--- src/rtl/nfci_pkg.sv ---
// shared types and constants of the nor flash command interface
package nfci_pkg;

  localparam int ADDR_BITS = 16;
  localparam int SECTOR_BITS = 12;
  localparam int DATA_BITS = 16;
  localparam int ARRAY_WORDS = 1 << ADDR_BITS;
  localparam int SECT_SPAN_BITS = (SECTOR_BITS < ADDR_BITS) ? SECTOR_BITS : ADDR_BITS;
  localparam int QUEUE_DEPTH = 4;
  localparam int QPTR_BITS = $clog2(QUEUE_DEPTH);

  localparam logic [ADDR_BITS-1:0] SECT_MASK =
    ADDR_BITS'((64'd1 << SECT_SPAN_BITS) - 64'd1);
  localparam logic [ADDR_BITS-1:0] FULL_MASK = {ADDR_BITS{1'b1}};

  localparam logic [ADDR_BITS-1:0] UNLOCK_ADDR1 = ADDR_BITS'(12'h555);
  localparam logic [ADDR_BITS-1:0] UNLOCK_ADDR2 = ADDR_BITS'(12'h2aa);
  localparam logic [ADDR_BITS-1:0] ID_MAKER_ADDR = ADDR_BITS'(1'b0);
  localparam logic [ADDR_BITS-1:0] ID_DEVICE_ADDR = ADDR_BITS'(1'b1);

  localparam logic [7:0] CMD_UNLOCK1 = 8'haa;
  localparam logic [7:0] CMD_UNLOCK2 = 8'h55;
  localparam logic [7:0] CMD_ID = 8'h90;
  localparam logic [7:0] CMD_ERASE = 8'h80;
  localparam logic [7:0] CMD_CHIP_ERASE = 8'h10;
  localparam logic [7:0] CMD_SECT_ERASE = 8'h30;
  localparam logic [7:0] CMD_PROGRAM = 8'ha0;

  localparam logic [DATA_BITS-1:0] ERASED_WORD = 16'hffff;
  localparam logic [DATA_BITS-1:0] MAKER_RESET = 16'h0001;
  localparam logic [DATA_BITS-1:0] DEVICE_RESET = 16'h227e;

  localparam logic [1:0] CFG_MAKER = 2'd0;
  localparam logic [1:0] CFG_DEVICE = 2'd1;

  typedef enum logic [2:0] {
    PH_READ = 3'd0,
    PH_UNLOCK1 = 3'd1,
    PH_UNLOCK2 = 3'd2,
    PH_ID = 3'd3,
    PH_PROGRAM = 3'd4,
    PH_ERASE_SETUP = 3'd5,
    PH_ERASE_UNLOCK1 = 3'd6,
    PH_ERASE_UNLOCK2 = 3'd7
  } phase_t;

  typedef enum logic [2:0] {
    OP_WRITE,
    OP_READ_ID,
    OP_READ_ARRAY,
    OP_PROGRAM,
    OP_ERASE_ALL,
    OP_ERASE_SECT
  } op_t;

  typedef struct packed {
    op_t op;
    logic [ADDR_BITS-1:0] addr;
    logic [DATA_BITS-1:0] data;
    phase_t phase;
  } entry_t;

  typedef struct packed {
    logic clearing;
  } back_status_t;

  typedef struct packed {
    logic full;
    logic empty;
  } queue_status_t;

endpackage

--- src/rtl/nfci_queue.sv ---
// small fifo between the command decoder and the array engine
module nfci_queue import nfci_pkg::*; (
  input  logic          clk,
  input  logic          rst_n,
  input  logic          push,
  input  entry_t        push_entry,
  input  logic          pop,
  output entry_t        head,
  output queue_status_t status
);

  entry_t entries_r [QUEUE_DEPTH];
  logic [QPTR_BITS-1:0] wr_ptr_r, rd_ptr_r;
  logic [QPTR_BITS:0] count_r;

  assign head = entries_r[rd_ptr_r];
  assign status.full = (count_r == (QPTR_BITS+1)'(QUEUE_DEPTH));
  assign status.empty = (count_r == '0);

  always_ff @(posedge clk) begin
    if (push) begin
      entries_r[wr_ptr_r] <= push_entry;
    end
  end

  always_ff @(posedge clk) begin
    if (!rst_n) begin
      wr_ptr_r <= '0;
      rd_ptr_r <= '0;
      count_r <= '0;
    end else begin
      if (push) begin
        wr_ptr_r <= wr_ptr_r + 1'b1;
      end
      if (pop) begin
        rd_ptr_r <= rd_ptr_r + 1'b1;
      end
      if (push && !pop) begin
        count_r <= count_r + 1'b1;
      end else if (pop && !push) begin
        count_r <= count_r - 1'b1;
      end
    end
  end

endmodule

--- config.mk ---
export PLATFORM = sky130hd
export DESIGN_NAME = nfci_queue
export DESIGN_NICKNAME = d
export VERILOG_FILES = /design/src/rtl/nfci_pkg.sv /design/src/rtl/nfci_queue.sv
export SDC_FILE = /design/constraint.sdc
export NUM_CORES = 1
export LEC_CHECK = 0
export BUFFER_PORTS_ARGS = -buffer_cell sky130_fd_sc_hd__buf_2
export CORE_MARGIN = 10
export CORE_UTILIZATION = 60
export CTS_CLUSTER_SIZE = 8
export DETAILED_ROUTE_END_ITERATION = 10
export PLACE_DENSITY = 0.83
export SLEW_MARGIN = 20
export SYNTH_ARGS = -nofsm -noshare
export SYNTH_HDL_FRONTEND = slang
export SYNTH_SLANG_ARGS = --single-unit
export TNS_END_PERCENT = 1
--- constraint.sdc ---
create_clock -name clk -period 5.3 [get_ports clk]
set_clock_uncertainty 0.05 [all_clocks]
set_input_delay 0.265 -clock clk [delete_from_list [all_inputs] [get_ports clk]]
set_output_delay 0.265 -clock clk [all_outputs]
set_load 0.005 [all_outputs]
==> results_dict.tcl, run 1 <==
set metrics [dict create \
    run_status "finished clean" \
    cp_slowest_cell "dfxtp_2" \
    crit_fanout 24 \
    ys_ff_latch 161 \
    postLayoutCoreUtil 0.767 \
    fin_nets 421 \
    postCtsSetupRepairBufs 0 \
    hold_path_class "input pin to flop" \
    grt_max_degree 39 \
    drc 0 \
    hp-start "pop" \
    slowest_delay_ns 0.67 \
    start_kind "flop" \
    num_vias 2830 \
    area_growth_pct 25.6 \
    final-instance-count-excl-fill 519 \
    finalHoldViolCount 0 \
    worstSetupEndpointType "output pin" \
    ioPinCount 82 \
    dp.cells 448 \
    fillers 544 \
    cts_buffers 17 \
    grt_pass1_wl_um 17500 \
    io_buffers 81 \
    grt_overflow_total 0 \
    clk_latency_ns 0.52 \
    r2r_setup_slack_ns 3.42 \
    clk_pin_slew_worst_paths_ns 0.06 \
    rsz0062_at_grt "no" \
    drt-total-wl_um 11000 \
    ant_nets 0 \
    finalPower_mw 3.01 \
    yosysSeqAreaShare 0.798 \
    finalSetupViolations 0 \
    synth_area_um2 5940 \
    cts_tree "yes" \
    viasPerCell 5.45 \
    rows 36 \
    layout-drive-gt1-share 0.399 \
    clock.fmax_ghz 0.359 \
    p_leak_nw 2.59 \
    ir_drop_v 0.000304 \
    synth_top_area_frac 0.768 \
    yosysWarnings 0 \
    htree_levels 4 \
    dpl.hpwl_um 6250 \
    slew_headroom 0.300 \
    avgSynthCellArea_um2 24.7 \
    drv_slew 0 \
    avgRoutedWirePerCell_um 21.3 \
    tightest_slew_ns 1.05 \
    final_common_cell "edfxtp_1" \
    drtIter0Drc 205 \
    gp_congestion 0.709 \
    placed_area_um2 6450 \
    crit_required_ns 4.99 \
    timing.hold.ws_ns 0.0707 \
    final_cell_mix "152 x edfxtp_1, 81 x buf_2, 39 x dlygate4sd3_1" \
    yosysTopAreaCell "edfxtp_1" \
    crit_type "flop to output pin" \
    num_antenna_cells 0 \
    fin_crit_ns 2.78 \
    cap_violations 0 \
    core_area_um2 9730 \
    die_area_um2 14300 \
    antenna_found_initial 0 \
    place_ws_ns 2.99 \
    synthTopCellsByArea "edfxtp_1 77%, mux4_2 14%, dfxtp_1 3.0%, ha_1 1.1%, and2_1 0.95%" \
    synthesis.nets 289 \
    fin_area_um2 7460 \
    clockBufferDepth 2 \
    clock_sinks 161 \
    drtPass1Iterations 4 \
    tns_ns 0 \
    cts_root_buf "clkbuf_8" \
    grt_use_total 0.163 \
    arrival_ns 2.47 \
    syn_inst 241 \
    dieWidth_um 120 \
    chipHeight_um 120 \
    crit_chain "buf_4, mux4_2, buf_2" \
    period_share 0.525 \
    grt_pass1_vias 3072 \
    ys_types 22 \
    start_util 0.611 \
    cellPowerDensity_nw_per_um2 403 \
    timing.rr.start "wr_ptr_r[0]" \
    layout_setup_ws_ns 2.52 \
]
## path summary, 6_finish.rpt
kind,end,cells past startpoint
max,head[4],3
min,flop,3
max reg2reg,entries_r[1][35],2
min reg2reg,count_r[2],2
## layer usage
metal  wire [µm]  up-vias  GRT usage
li1            -     1271          -
met1        4400     1452      0.193
met2        5720       93      0.265
met3         697       14     0.0581
met4         230        0     0.0747
met5           0        -          0
## registers in the layout, summed over array words and instances, names as in the netlist, named ones only
name / cells
entries_r: 152
wr_ptr_r: 2
rd_ptr_r: 2
count_r: 3
## final cells by class
class / instances / area (µm²) / share of cell area
timing repair buffer: 121 / 803 / 0.108
inverter: 4 / 15.0 / 0.00201
clock buffer: 23 / 467 / 0.0625
sequential: 161 / 4750 / 0.636
tap: 133 / 166 / 0.0223
clock inverter: 9 / 155 / 0.0208
multi-input combinational: 68 / 1110 / 0.149
## where the power goes
part	total [mW]	internal, mW	switching [mW]
Combinational	0.257	0.142	0.115
Clock	1.26	0.802	0.454
Sequential	1.50	1.46	0.0355
Total	3.01	2.40	0.605
## cells in the mapped netlist, drive strengths merged
cell type / number
ha: 5
a21boi: 1
xnor2: 2
fa: 1
o21ai: 1
inv: 4
nor3: 1
dfxtp: 9
buf: 7
nand2: 1
clkbuf: 1
edfxtp: 152
or3: 1
mux2i: 2
xor2: 3
nor3b: 1
and2: 9
nor2b: 2
mux4: 38
## timing repair
| item | 4_1_cts | 5_1_grt |
|---|---|---|
| gates resized for setup | 0 | 0 |
| hold endpoints to repair | 159 | 0 |
| hold buffers | 39 | 0 |
## worst max-delay path, delay by kind of cell (launching register included)
kind | cells | cell delay, ns
flops | 1 | 0.67
mux | 1 | 0.59
buf+inv | 2 | 0.66
## kinds of logic (layout without fill, tap and decap cells)
kind of cell,after synthesis,count (layout),share of synthesized area
AO/OA/AOI/OAI,2,2,0.00210
flip-flops,161,161,0.798
AND/OR/NAND/NOR,15,15,0.0154
adder cells (fa/ha/maj),6,6,0.0139
XOR/XNOR,5,5,0.00737
multiplexers,40,40,0.147
buffers and inverters,12,157,0.0156
(Power assumes the default switching activity.)
==> inputs of run 2 (changes only) <==
Settings changed: CORE_UTILIZATION 60 to 56, PLACE_DENSITY 0.83 to 0.78.
Clock period 5.3 ns to 2.9 ns, I/O delays scaled along.
==> results_dict.tcl, run 2 (same netlist as run 1, synthesis figures left out) <==
set metrics [dict create \
    fin_crit_ns 2.25 \
    crit_chain "buf_4, mux4_2, buf_2" \
    final-instance-count-excl-fill 532 \
    pwr-share-clk 0.399 \
    arrival_ns 2.06 \
    start_kind "flop" \
    slowest_delay_ns 0.69 \
    cellPowerDensity_nw_per_um2 711 \
    core_area_um2 10300 \
    finalHoldViolCount 0 \
    layout-drive-gt1-share 0.407 \
    area_growth_pct 27.3 \
    fin_nets 431 \
    cts_buffers 17 \
    run_status "finished clean" \
    largest_register "entries_r" \
    reg_top3 "entries_r: 152 flops, count_r: 3 flops" \
    cts-resized-gates 0 \
    ir_drop_v 0.000386 \
    drtIter0Drc 268 \
    slew_headroom 0.579 \
    switching_power_mw 1.12 \
    p_leak_nw 2.63 \
    timing.hold.ws_ns 0.338 \
    num_antenna_cells 0 \
    dieWidth_um 123 \
    crit_type "flop to output pin" \
    clockBufferDepth 2 \
    cts_hold_buf 42 \
    layout_setup_ws_ns 0.648 \
    viasPerCell 5.42 \
    p_sw_frac 0.208 \
    start_util 0.576 \
    rsz0062_at_grt "no" \
    dpl.hpwl_um 6940 \
    met3_usage 0.0547 \
    fin_area_um2 7560 \
    ant_nets 0 \
    dp.cells 458 \
    gp_congestion 0.701 \
    die_area_um2 15100 \
    final_cell_mix "152 x edfxtp_1, 81 x buf_2, 42 x dlygate4sd3_1" \
    drc 0 \
    busiest_layer "met2" \
    clk_latency_ns 0.50 \
    p_int_mw 4.26 \
    seqPwrFrac 0.505 \
    cts_root_buf "clkbuf_8" \
    cap_violations 0 \
    drt-total-wl_um 10800 \
    rows 37 \
    use_met1 0.201 \
    cts_tree "yes" \
    chipHeight_um 123 \
    drtPass1Iterations 4 \
    io_buffers 81 \
    crit_fanout 20 \
    finalPower_mw 5.38 \
    num_vias 2881 \
    ioPinCount 82 \
    clock.fmax_ghz 0.444 \
    largest_reg_flops 152 \
    postLayoutCoreUtil 0.733 \
    cp_slowest_cell "dfxtp_2" \
    finalSetupViolations 0 \
    antenna_found_initial 0 \
    postCtsSetupRepairBufs 0 \
    hold_path_class "input pin to flop" \
    grt_use_total 0.156 \
    final_common_cell "edfxtp_1" \
    tns_ns 0 \
    drv_slew 0 \
    clk_pin_slew_worst_paths_ns 0.06 \
    period_share 0.777 \
    htree_levels 4 \
    pwr-share-comb 0.095 \
    grt_pass1_wl_um 17700 \
    grt_pass1_vias 3190 \
    grt_max_degree 35 \
    placed_area_um2 6560 \
    place_ws_ns 1.11 \
    crit_required_ns 2.71 \
    avgRoutedWirePerCell_um 20.3 \
    grt_overflow_total 0 \
    use_met2 0.244 \
    worstSetupEndpointType "output pin" \
    clock_sinks 161 \
    tightest_slew_ns 0.631 \
]
[run 2: metal layers]
metal  up-vias  part of all wire
met3         7             0.075
met2       106              0.50
met4         0            0.0075
met1      1478              0.42
met5         -                 0
li1       1290                 -
[run 2: final timing paths]
check,cells past startpoint,startpoint,to,slack [ns]
setup / recovery,3,flop,head[22],0.65
setup reg to reg,4,wr_ptr_r[0],entries_r[0][9],1.18
hold / removal,2,push_entry[15],entries_r[0][15],0.34
hold reg to reg,2,count_r[2],count_r[2],0.50
[run 2: area by class of cell]
class | instances | area, µm²
inverter | 4 | 15.0
clock inverter | 13 | 163
tap | 136 | 170
clock buffer | 19 | 422
fill | 599 | 2760
sequential | 161 | 4750
multi-input combinational | 68 | 1110
timing repair buffer | 131 | 936
[run 2: worst max-delay path, delay by kind of cell, from the launching register on]
family / cells / cell delay [ns]
DFF: 1 / 0.69
muxes: 1 / 0.35
buffers and inverters: 2 / 0.51
[run 2: power by group through the flow]
stage	clock network, mW	registers (mW)	logic [mW]
final	2.15	2.72	0.511
after global routing	2.29	2.73	0.563
after CTS	2.19	2.72	0.526
after floorplan	0	2.74	0.283
after detailed placement	0	2.77	0.477
after global placement	0	2.76	0.468
