`src/rtl/nfci_pkg.sv`:
```
// shared types and constants of the nor flash command interface
package nfci_pkg;

  localparam int ADDR_BITS = 16;
  localparam int SECTOR_BITS = 12;
  localparam int DATA_BITS = 16;
  localparam int ARRAY_WORDS = 1 << ADDR_BITS;
  localparam int SECT_SPAN_BITS = (SECTOR_BITS < ADDR_BITS) ? SECTOR_BITS : ADDR_BITS;
  localparam int QUEUE_DEPTH = 4;
  localparam int QPTR_BITS = $clog2(QUEUE_DEPTH);

  localparam logic [ADDR_BITS-1:0] SECT_MASK =
    ADDR_BITS'((64'd1 << SECT_SPAN_BITS) - 64'd1);
  localparam logic [ADDR_BITS-1:0] FULL_MASK = {ADDR_BITS{1'b1}};

  localparam logic [ADDR_BITS-1:0] UNLOCK_ADDR1 = ADDR_BITS'(12'h555);
  localparam logic [ADDR_BITS-1:0] UNLOCK_ADDR2 = ADDR_BITS'(12'h2aa);
  localparam logic [ADDR_BITS-1:0] ID_MAKER_ADDR = ADDR_BITS'(1'b0);
  localparam logic [ADDR_BITS-1:0] ID_DEVICE_ADDR = ADDR_BITS'(1'b1);

  localparam logic [7:0] CMD_UNLOCK1 = 8'haa;
  localparam logic [7:0] CMD_UNLOCK2 = 8'h55;
  localparam logic [7:0] CMD_ID = 8'h90;
  localparam logic [7:0] CMD_ERASE = 8'h80;
  localparam logic [7:0] CMD_CHIP_ERASE = 8'h10;
  localparam logic [7:0] CMD_SECT_ERASE = 8'h30;
  localparam logic [7:0] CMD_PROGRAM = 8'ha0;

  localparam logic [DATA_BITS-1:0] ERASED_WORD = 16'hffff;
  localparam logic [DATA_BITS-1:0] MAKER_RESET = 16'h0001;
  localparam logic [DATA_BITS-1:0] DEVICE_RESET = 16'h227e;

  localparam logic [1:0] CFG_MAKER = 2'd0;
  localparam logic [1:0] CFG_DEVICE = 2'd1;

  typedef enum logic [2:0] {
    PH_READ = 3'd0,
    PH_UNLOCK1 = 3'd1,
    PH_UNLOCK2 = 3'd2,
    PH_ID = 3'd3,
    PH_PROGRAM = 3'd4,
    PH_ERASE_SETUP = 3'd5,
    PH_ERASE_UNLOCK1 = 3'd6,
    PH_ERASE_UNLOCK2 = 3'd7
  } phase_t;

  typedef enum logic [2:0] {
    OP_WRITE,
    OP_READ_ID,
    OP_READ_ARRAY,
    OP_PROGRAM,
    OP_ERASE_ALL,
    OP_ERASE_SECT
  } op_t;

  typedef struct packed {
    op_t op;
    logic [ADDR_BITS-1:0] addr;
    logic [DATA_BITS-1:0] data;
    phase_t phase;
  } entry_t;

  typedef struct packed {
    logic clearing;
  } back_status_t;

  typedef struct packed {
    logic full;
    logic empty;
  } queue_status_t;

endpackage

```
`src/rtl/nfci_front.sv`:
```
// front end: command sequence decoder that classifies each bus access
module nfci_front import nfci_pkg::*; (
  input  logic                 clk,
  input  logic                 rst_n,
  input  logic                 accept,
  input  logic                 func,
  input  logic [15:0]          word_addr,
  input  logic [15:0]          write_word,
  input  logic [DATA_BITS-1:0] maker_code,
  input  logic [DATA_BITS-1:0] device_code,
  output entry_t               entry
);

  phase_t phase_r, phase_nxt;
  logic [ADDR_BITS-1:0] addr;
  logic [7:0] cmd;
  logic at_a1, at_a2;
  op_t op;
  logic [DATA_BITS-1:0] data;

  assign addr = word_addr[ADDR_BITS-1:0];
  assign cmd = write_word[7:0];
  assign at_a1 = (addr == UNLOCK_ADDR1);
  assign at_a2 = (addr == UNLOCK_ADDR2);

  always_comb begin
    phase_nxt = phase_r;
    op = OP_WRITE;
    data = write_word;
    if (!func) begin
      if (phase_r == PH_ID) begin
        op = OP_READ_ID;
        if (addr == ID_MAKER_ADDR) begin
          data = maker_code;
        end else if (addr == ID_DEVICE_ADDR) begin
          data = device_code;
        end else begin
          data = '0;
        end
      end else begin
        op = OP_READ_ARRAY;
      end
    end else begin
      case (phase_r)
        PH_UNLOCK1: begin
          phase_nxt = (at_a2 && cmd == CMD_UNLOCK2) ? PH_UNLOCK2 : PH_READ;
        end
        PH_UNLOCK2: begin
          if (at_a1 && cmd == CMD_ID) begin
            phase_nxt = PH_ID;
          end else if (at_a1 && cmd == CMD_PROGRAM) begin
            phase_nxt = PH_PROGRAM;
          end else if (at_a1 && cmd == CMD_ERASE) begin
            phase_nxt = PH_ERASE_SETUP;
          end else begin
            phase_nxt = PH_READ;
          end
        end
        PH_PROGRAM: begin
          op = OP_PROGRAM;
          phase_nxt = PH_READ;
        end
        PH_ERASE_SETUP: begin
          phase_nxt = (at_a1 && cmd == CMD_UNLOCK1) ? PH_ERASE_UNLOCK1 : PH_READ;
        end
        PH_ERASE_UNLOCK1: begin
          phase_nxt = (at_a2 && cmd == CMD_UNLOCK2) ? PH_ERASE_UNLOCK2 : PH_READ;
        end
        PH_ERASE_UNLOCK2: begin
          if (at_a1 && cmd == CMD_CHIP_ERASE) begin
            op = OP_ERASE_ALL;
          end else if (cmd == CMD_SECT_ERASE) begin
            op = OP_ERASE_SECT;
          end
          phase_nxt = PH_READ;
        end
        default: begin
          // read array and id mode: only a first unlock write is meaningful
          phase_nxt = (at_a1 && cmd == CMD_UNLOCK1) ? PH_UNLOCK1 : PH_READ;
        end
      endcase
    end
  end

  assign entry.op = op;
  assign entry.addr = addr;
  assign entry.data = data;
  assign entry.phase = phase_nxt;

  always_ff @(posedge clk) begin
    if (!rst_n) begin
      phase_r <= PH_READ;
    end else if (accept) begin
      phase_r <= phase_nxt;
    end
  end

endmodule

```
`config.mk`:
```
export PLATFORM = sky130hd
export DESIGN_NAME = nfci_front
export DESIGN_NICKNAME = d
export VERILOG_FILES = /design/src/rtl/nfci_pkg.sv /design/src/rtl/nfci_front.sv
export SDC_FILE = /design/constraint.sdc
export NUM_CORES = 1
export LEC_CHECK = 0
export BUFFER_PORTS_ARGS = -buffer_cell sky130_fd_sc_hd__buf_2
export CELL_PAD_IN_SITES_DETAIL_PLACEMENT = 0
export CELL_PAD_IN_SITES_GLOBAL_PLACEMENT = 1
export CORE_ASPECT_RATIO = 1.75
export CORE_UTILIZATION = 21
export CTS_CLUSTER_SIZE = 28
export DETAILED_ROUTE_END_ITERATION = 7
export PLACE_DENSITY_LB_ADDON = 0.1
export SLEW_MARGIN = 10
export SYNTH_ARGS = -nofsm -noshare
export SYNTH_HDL_FRONTEND = slang
export SYNTH_SLANG_ARGS = --single-unit
```
`constraint.sdc`:
```
create_clock -name clk -period 4.3 [get_ports clk]
set_input_delay 0.215 -clock clk [delete_from_list [all_inputs] [get_ports clk]]
set_output_delay 0.215 -clock clk [all_outputs]
set_load 0.005 [all_outputs]
```
==> run_results.csv, run 1 <==
group,metric,value,unit
status,outcome,"complete, no violations",
synth,synth_top_area_share,14.90,%
layout,synthToLayoutAreaGrowth,53.24,%
worst_setup_path,reg2regPathDepth,5,
clocking,cts-root-buf,"clkbuf_8",
floorplanning,die_h,88.95,microns
detailed_routing,drtPass1Iterations,4,
worst_setup_path,crit_path_end_kind,"output port",
pwr,switching_share,28.10,%
worst_setup_path,max_stage_delay,830,ps
synth,synth_common_cells,"25 x nor2_1, 21 x a21oi_1, 18 x buf_4",
floorplanning,io_pins,106,
synth,synth_top_area_cell,"buf_4",
worst_hold_path,hold_path.class,"input pin to flip-flop",
placement,hpwl,2992,microns
worst_setup_path,worstSetupStartpointType,"input pin",
timing,drv_slew,0,
layout,n_fill_cell,493,
clocking,clock_latency,210,ps
timing,layout_setup_ws,1807,ps
detailed_routing,viasPerCell,4.842,
clocking,cts_buffer_depth,2,
synth,yosys_warnings,0,
worst_setup_path,required,4090,ps
worst_hold_path,worstHoldStart,"rst_n",
worst_setup_path,critPathArrivalTime,2280,ps
pwr,clock_power_share,43.3,%
pwr,seqPwrFrac,16.0,%
detailed_routing,drt-wirelength-per-cell,12.57,microns
placement,pre_cts_slack,1713,ps
worst_setup_path,crit_chain,"buf_2 -> nor4_1 -> nand4_1 -> nor2_1 -> a22oi_1 -> a21oi_1 -> buf_2",
global_routing,grt_usage,14.82,%
pwr,leakagePower,0.0006500,uW
clocking,cts_tree,"yes",
timing,tns,0,ps
timing,setup_viol,0,
floorplanning,initial_core_util,21.86,%
layout,regArea,60.06,sq um
synth,avgSynthCellArea,6.299,sq um
pwr,p_int,134.2,uW
pwr,peakVddDrop,0.1594,mV
clocking,cts.sink_count,3,
clocking,ctsHtreeMaxLevel,1,
floorplanning,core_area,4150,sq um
timing,hold_viol,0,
detailed_routing,dr_total_vias,1346,
synth,yosysMostFrequentCell,"nor2_1",
global_routing,antenna_found_initial,0,
clocking,numCtsBuffers,3,
detailed_routing,finalWirelength,3494,microns
worst_setup_path,cpMostUsedCell,"buf_2",
placement,numPortBuffers,105,
layout,largest_reg_flops,3,
layout,reg.largest.list,"phase_r (3)",
global_routing,overflow,0,
synth,synth_area_leaders,"buf_4 15%, a22oi_1 13%, a21oi_1 12%",
global_routing,grt_pass1_vias,1264,
timing,maxClockFrequency,401.2,MHz
worst_setup_path,r2r-end,"phase_r[0]$_SDFFE_PN0P_",
synth,synth_seq_cells,3,
synth,netlist-cell-type-count,36,
synth,async_reset_ff_share,0,%
timing,skew,0.6471,ps
timing,rsz0062_at_grt,"false",
pwr,p_per_area,134.3,nW/um^2
synth,syn_area,907.1,sq um
timing,tightest_slew,1047,ps
pwr,p_sw,52.44,uW
worst_setup_path,critical_path_class,"input pin to output port",
detailed_routing,drc,0,
global_routing,grt_pass1_wl,5409,microns
synth,syn-instance-count,144,
placement,gp_congestion,0.7795,
layout,multiInputGateArea,686.9,sq um
clocking,post_cts_buffers,0,
global_routing,grt_max_degree,34,
worst_setup_path,crit_slowest_cell,"nor2_1",
floorplanning,placementRows,31,
clocking,postCtsHoldBufs,0,
worst_setup_path,crit_family,"simple AND/OR/NAND/NOR gates",
timing,max-slew-margin-rel,29.96,%
layout,top_register,"phase_r",
floorplanning,dieArea,4597,sq um
pwr,power.total,186.7,uW
layout,nNetsFinal,298,
timing,layout_min_cycle_time,2493,ps
flow_run,drv_cap,0,
worst_setup_path,rrSetupSlack,2500,ps
synth,synth_edf_count,0,
floorplanning,die_w,51.68,microns
synth,ys.flop_type,"dfxtp_1",
worst_hold_path,whs_endpoint,"phase_r[0]$_SDFFE_PN0P_",
detailed_routing,drt_iter0_markers,33,
worst_setup_path,r2r-start,"phase_r[1]$_SDFFE_PN0P_",
clocking,clkTransAtPathRegs,30,ps
worst_hold_path,holdPathStages,3,
layout,diodes,0,
synth,syn_nets,212,
layout,drive_above_1_share,51.09,%
clocking,postCtsResizedCells,0,
timing,final.period_utilization,57.97,%
pwr,pwr-share-comb,40.7,%
detailed_routing,ant_nets,0,
synth,yosysSeqAreaShare,6.621,%
worst_setup_path,crit_fanout,16,
worst_setup_path,path_buf_inv,2,
==> cell families (layout without fill, tap and decap cells) <==
logic type | after synthesis | count (layout) | synth area share, %
AOI/OAI and AO/OA | 49 | 49 | 33.93
DFF | 3 | 3 | 6.621
buffers and inverters | 26 | 111 | 18.21
and+or+nand+nor | 64 | 64 | 39.04
muxes | 2 | 2 | 2.207
==> power groups by stage <==
stage	Combinational (uW)	Sequential, uW	Clock [uW]
finish	76.1	29.8	80.8
global route	86.2	30.0	85.2
CTS	77.6	29.8	83.0
detailed placement	77.4	30.1	0
global placement	77.2	30.1	0
floorplan	33.8	29.0	0
==> worst max-delay path by stage <==
| stage | startpoint | end | slack [ps] | cells after the start |
|---|---|---|---|---|
| floorplan | write_word[0] | entry[0] | 2380 | 5 |
| global route | word_addr[2] | entry[3] | 1420 | 7 |
| CTS | word_addr[13] | entry[9] | 1710 | 7 |
| detailed placement | word_addr[13] | entry[9] | 1710 | 7 |
| finish | word_addr[13] | entry[9] | 1810 | 7 |
| global placement | word_addr[13] | entry[16] | 1720 | 7 |
==> stage by stage <==
step | hold WS [ps] | util [%] | std cells | instance area, sq um
after detailed placement | 505.6 | 32.41 | 274 | 1345
after global routing | 300.6 | 33.49 | 278 | 1390
after floorplan | 353.3 | - | 144 | 907.1
final | 279.6 | 33.49 | 278 | 1390
after CTS | 278.5 | 33.49 | 278 | 1390
after global placement | 503.8 | 32.41 | 274 | 1345
==> routing by layer <==
layer,track usage (%),routed length (microns)
met3,1.531,231
met1,16.09,1256
met4,4.914,51
met2,28.81,1955
met5,0,0
==> tightest hold or removal path, stage by stage <==
cell     delay [ps]
buf_2           120
o21ai_0          70
a31oi_1          40
==> layout make-up <==
class	instances	share of cell area, %
tap	49	4.410
clock buffer	4	3.240
sequential	3	4.320
multi-input combinational	115	49.42
timing repair buffer	106	38.34
inverter	1	0.2700
==> cells in the final DEF (no fill, tap or decap), types with 4 or more instances in the layout <==
master / count
nor2_1: 25
a22oi_1: 16
a21oi_1: 21
buf_2: 105
nand3_1: 4
nand2_1: 7
Note: power is estimated with default switching activity, not from simulation.
==> run 2: changes to the inputs <==
- ABC_AREA: unset -> 1
- CORE_UTILIZATION: 21 -> 22
- clock period: 4.3 -> 2.2 ns (I/O delays scaled with it)
==> run 2 against run 1 <==
Net effect:
- worst setup slack worse by 1400 ps
- critical path depth is 1 higher
- non-clock buffer count stayed put
- utilization is 2.1 points lower
- worst hold slack worse by 64 ps
- clock skew is 1.5 ps higher
==> run_results.csv, run 2 <==
group,metric,value,unit
clocking,cts.sink_count,3,
synth,synth_top_area_share,11.73,%
layout,regArea,60.06,sq um
synth,avgSynthCellArea,5.711,sq um
detailed_routing,ant_nets,0,
clocking,cts_tree,"yes",
worst_setup_path,r2r-start,"phase_r[2]$_SDFFE_PN0P_",
worst_hold_path,holdPathStages,4,
worst_setup_path,crit_chain,"inv_2 -> nor3_2 -> nand2_1 -> inv_2 -> buf_12 -> nor2_1 -> a21oi_1 -> buf_2",
clocking,ctsHtreeMaxLevel,1,
global_routing,grt_usage,12.91,%
floorplanning,die_w,61.79,microns
clocking,clock_latency,210,ps
clocking,cts_buffer_depth,2,
pwr,peakVddDrop,0.1126,mV
timing,maxClockFrequency,563.4,MHz
layout,multiInputGateArea,1027,sq um
worst_setup_path,critPathArrivalTime,1660,ps
detailed_routing,drtPass1Iterations,4,
timing,tns,0,ps
synth,yosys_warnings,0,
worst_setup_path,cpMostUsedCell,"inv_2",
worst_setup_path,rrSetupSlack,750,ps
timing,tightest_slew,437.0,ps
layout,nNetsFinal,396,
floorplanning,initial_core_util,23.05,%
floorplanning,dieArea,6589,sq um
synth,synth_common_cells,"43 x nand2_1, 36 x nor2_1, 26 x nand3_1",
global_routing,grt_pass1_wl,6755,microns
global_routing,grt_pass1_vias,1637,
timing,final.period_utilization,80.67,%
worst_hold_path,whs_endpoint,"phase_r[0]$_SDFFE_PN0P_",
synth,synth_edf_count,0,
worst_setup_path,path_buf_inv,4,
timing,skew,2.149,ps
worst_setup_path,max_stage_delay,450,ps
synth,netlist-cell-type-count,25,
global_routing,grt_max_degree,33,
detailed_routing,finalWirelength,4201,microns
timing,hold_viol,0,
layout,mostFrequentLayoutCells,"105 x buf_2, 43 x nand2_1, 36 x nor2_1",
worst_setup_path,reg2regPathDepth,11,
worst_setup_path,r2r-end,"phase_r[1]$_SDFFE_PN0P_",
detailed_routing,dr_total_vias,1697,
worst_setup_path,crit_path_end_kind,"output port",
timing,max-slew-margin-rel,70.84,%
synth,synth_seq_cells,3,
detailed_routing,drt_iter0_markers,43,
clocking,cts-root-buf,"clkbuf_8",
clocking,numCtsBuffers,3,
clocking,post_cts_buffers,0,
placement,hpwl,3640,microns
clocking,clkTransAtPathRegs,30,ps
synth,yosysSeqAreaShare,4.364,%
layout,reg.largest.list,"phase_r (3)",
worst_setup_path,crit_slowest_cell,"dfxtp_1",
synth,synth_top_area_cell,"nand2_1",
layout,synthToLayoutAreaGrowth,36.36,%
synth,syn_nets,309,
global_routing,antenna_found_initial,0,
status,outcome,"complete, no violations",
detailed_routing,drt-wirelength-per-cell,10.37,microns
timing,layout_min_cycle_time,1775,ps
synth,yosysMostFrequentCell,"nand2_1",
pwr,leakagePower,0.001052,uW
flow_run,drv_cap,0,
global_routing,overflow,0,
synth,syn-instance-count,241,
layout,largest_reg_flops,3,
layout,top_register,"phase_r",
worst_hold_path,worstHoldStart,"accept",
worst_setup_path,crit_start,"phase_r[1]$_SDFFE_PN0P_",
synth,syn_area,1376,sq um
layout,final_common_cell,"buf_2",
timing,drv_slew,0,
timing,rsz0062_at_grt,"false",
detailed_routing,drc,0,
worst_hold_path,hold_path.class,"input pin to flip-flop",
pwr,p_per_area,231.8,nW/um^2
layout,n_fill_cell,715,
pwr,power.total,434.9,uW
floorplanning,io_pins,106,
synth,ys.flop_type,"dfxtp_1",
floorplanning,core_area,5972,sq um
synth,synth_area_leaders,"nand2_1 12%, nor2_1 9.8%, nand3_1 9.5%",
floorplanning,placementRows,37,
worst_setup_path,worstSetupStartpointType,"flip-flop",
timing,setup_viol,0,
worst_setup_path,critical_path_class,"flip-flop to output port",
synth,async_reset_ff_share,0,%
worst_setup_path,required,2090,ps
clocking,postCtsResizedCells,0,
worst_setup_path,crit_family,"buffers and inverters",
floorplanning,die_h,106.6,microns
worst_setup_path,crit_fanout,24,
placement,numPortBuffers,105,
detailed_routing,viasPerCell,4.190,
layout,diodes,0,
layout,drive_above_1_share,55.05,%
placement,gp_congestion,0.7203,
clocking,postCtsHoldBufs,0,
run 2: cell count changes after synthesis, sizes merged, moves of 3 or more:
cell / delta
nor2: +28
a22oi: -16
or3: -3
buf: +6
or4: -3
nand2: +52
o21ai: +15
nand2b: -3
nand3: +25
inv: +25
clkbuf: -7
run 2: layout make-up:
type / count / share of cell area [%]
Clock buffer: 4 / 2.400
Inverter: 27 / 5.400
Multi-Input combinational cell: 187 / 54.73
Sequential cell: 3 / 3.200
Tap cell: 78 / 5.200
Timing Repair Buffer: 106 / 29.07
run 2: worst max-delay path by stage:
| stage | end | slack, ps | cells past startpoint |
|---|---|---|---|
| final | entry[3] | 430 | 8 |
| after global routing | entry[4] | 200 | 8 |
| after CTS | entry[3] | 390 | 8 |
| after detailed placement | entry[4] | 540 | 9 |
| after global placement | entry[4] | 580 | 9 |
| after floorplan | entry[15] | 980 | 7 |
run 2: worst reg2reg max path: cells and delay by family, from the launching register on:
family / cells / cell delay, ps
buf+inv: 3 / 180
flops: 1 / 500
simple gates: 8 / 670
run 2: kinds of logic (layout without fill, tap and decap cells):
| kind of cell | Yosys count | in the layout | share of synthesized area [%] |
|---|---|---|---|
| flops | 3 | 3 | 4.364 |
| buf+inv | 51 | 137 | 21.00 |
| compound gates | 41 | 41 | 21.64 |
| simple gates | 146 | 146 | 53.00 |
run 2: per-stage QoR:
stage | setup slack (ps) | util [%] | cell area, sq um | cells | hold slack [ps]
3_3_place_gp | 577.6 | 30.67 | 1832 | 401 | 413.6
3_5_place_dp | 543.7 | 30.67 | 1832 | 401 | 412.3
2_1_floorplan | 981.0 | - | 1376 | 241 | 271.3
6_report | 425.2 | 31.43 | 1877 | 405 | 215.8
5_1_grt | 197.3 | 31.43 | 1877 | 405 | 254.2
4_1_cts | 389.2 | 31.43 | 1877 | 405 | 216.7
run 2: power by group:
part / leakage, uW / internal [uW] / total, uW / switching (uW)
clock: 0.0000228 / 124 / 160 / 36.6
combinational: 0.00100 / 102 / 210 / 109
sequential: 0.0000248 / 58.3 / 64.3 / 6.03
run 2: routing by layer:
metal	GRT usage, %	wire length (microns)	up-vias
li1	-	-	927
met2	25.19	2315	61
met4	2.540	38	0
met5	0	0	-
met1	14.61	1654	705
met3	0.3619	194	4
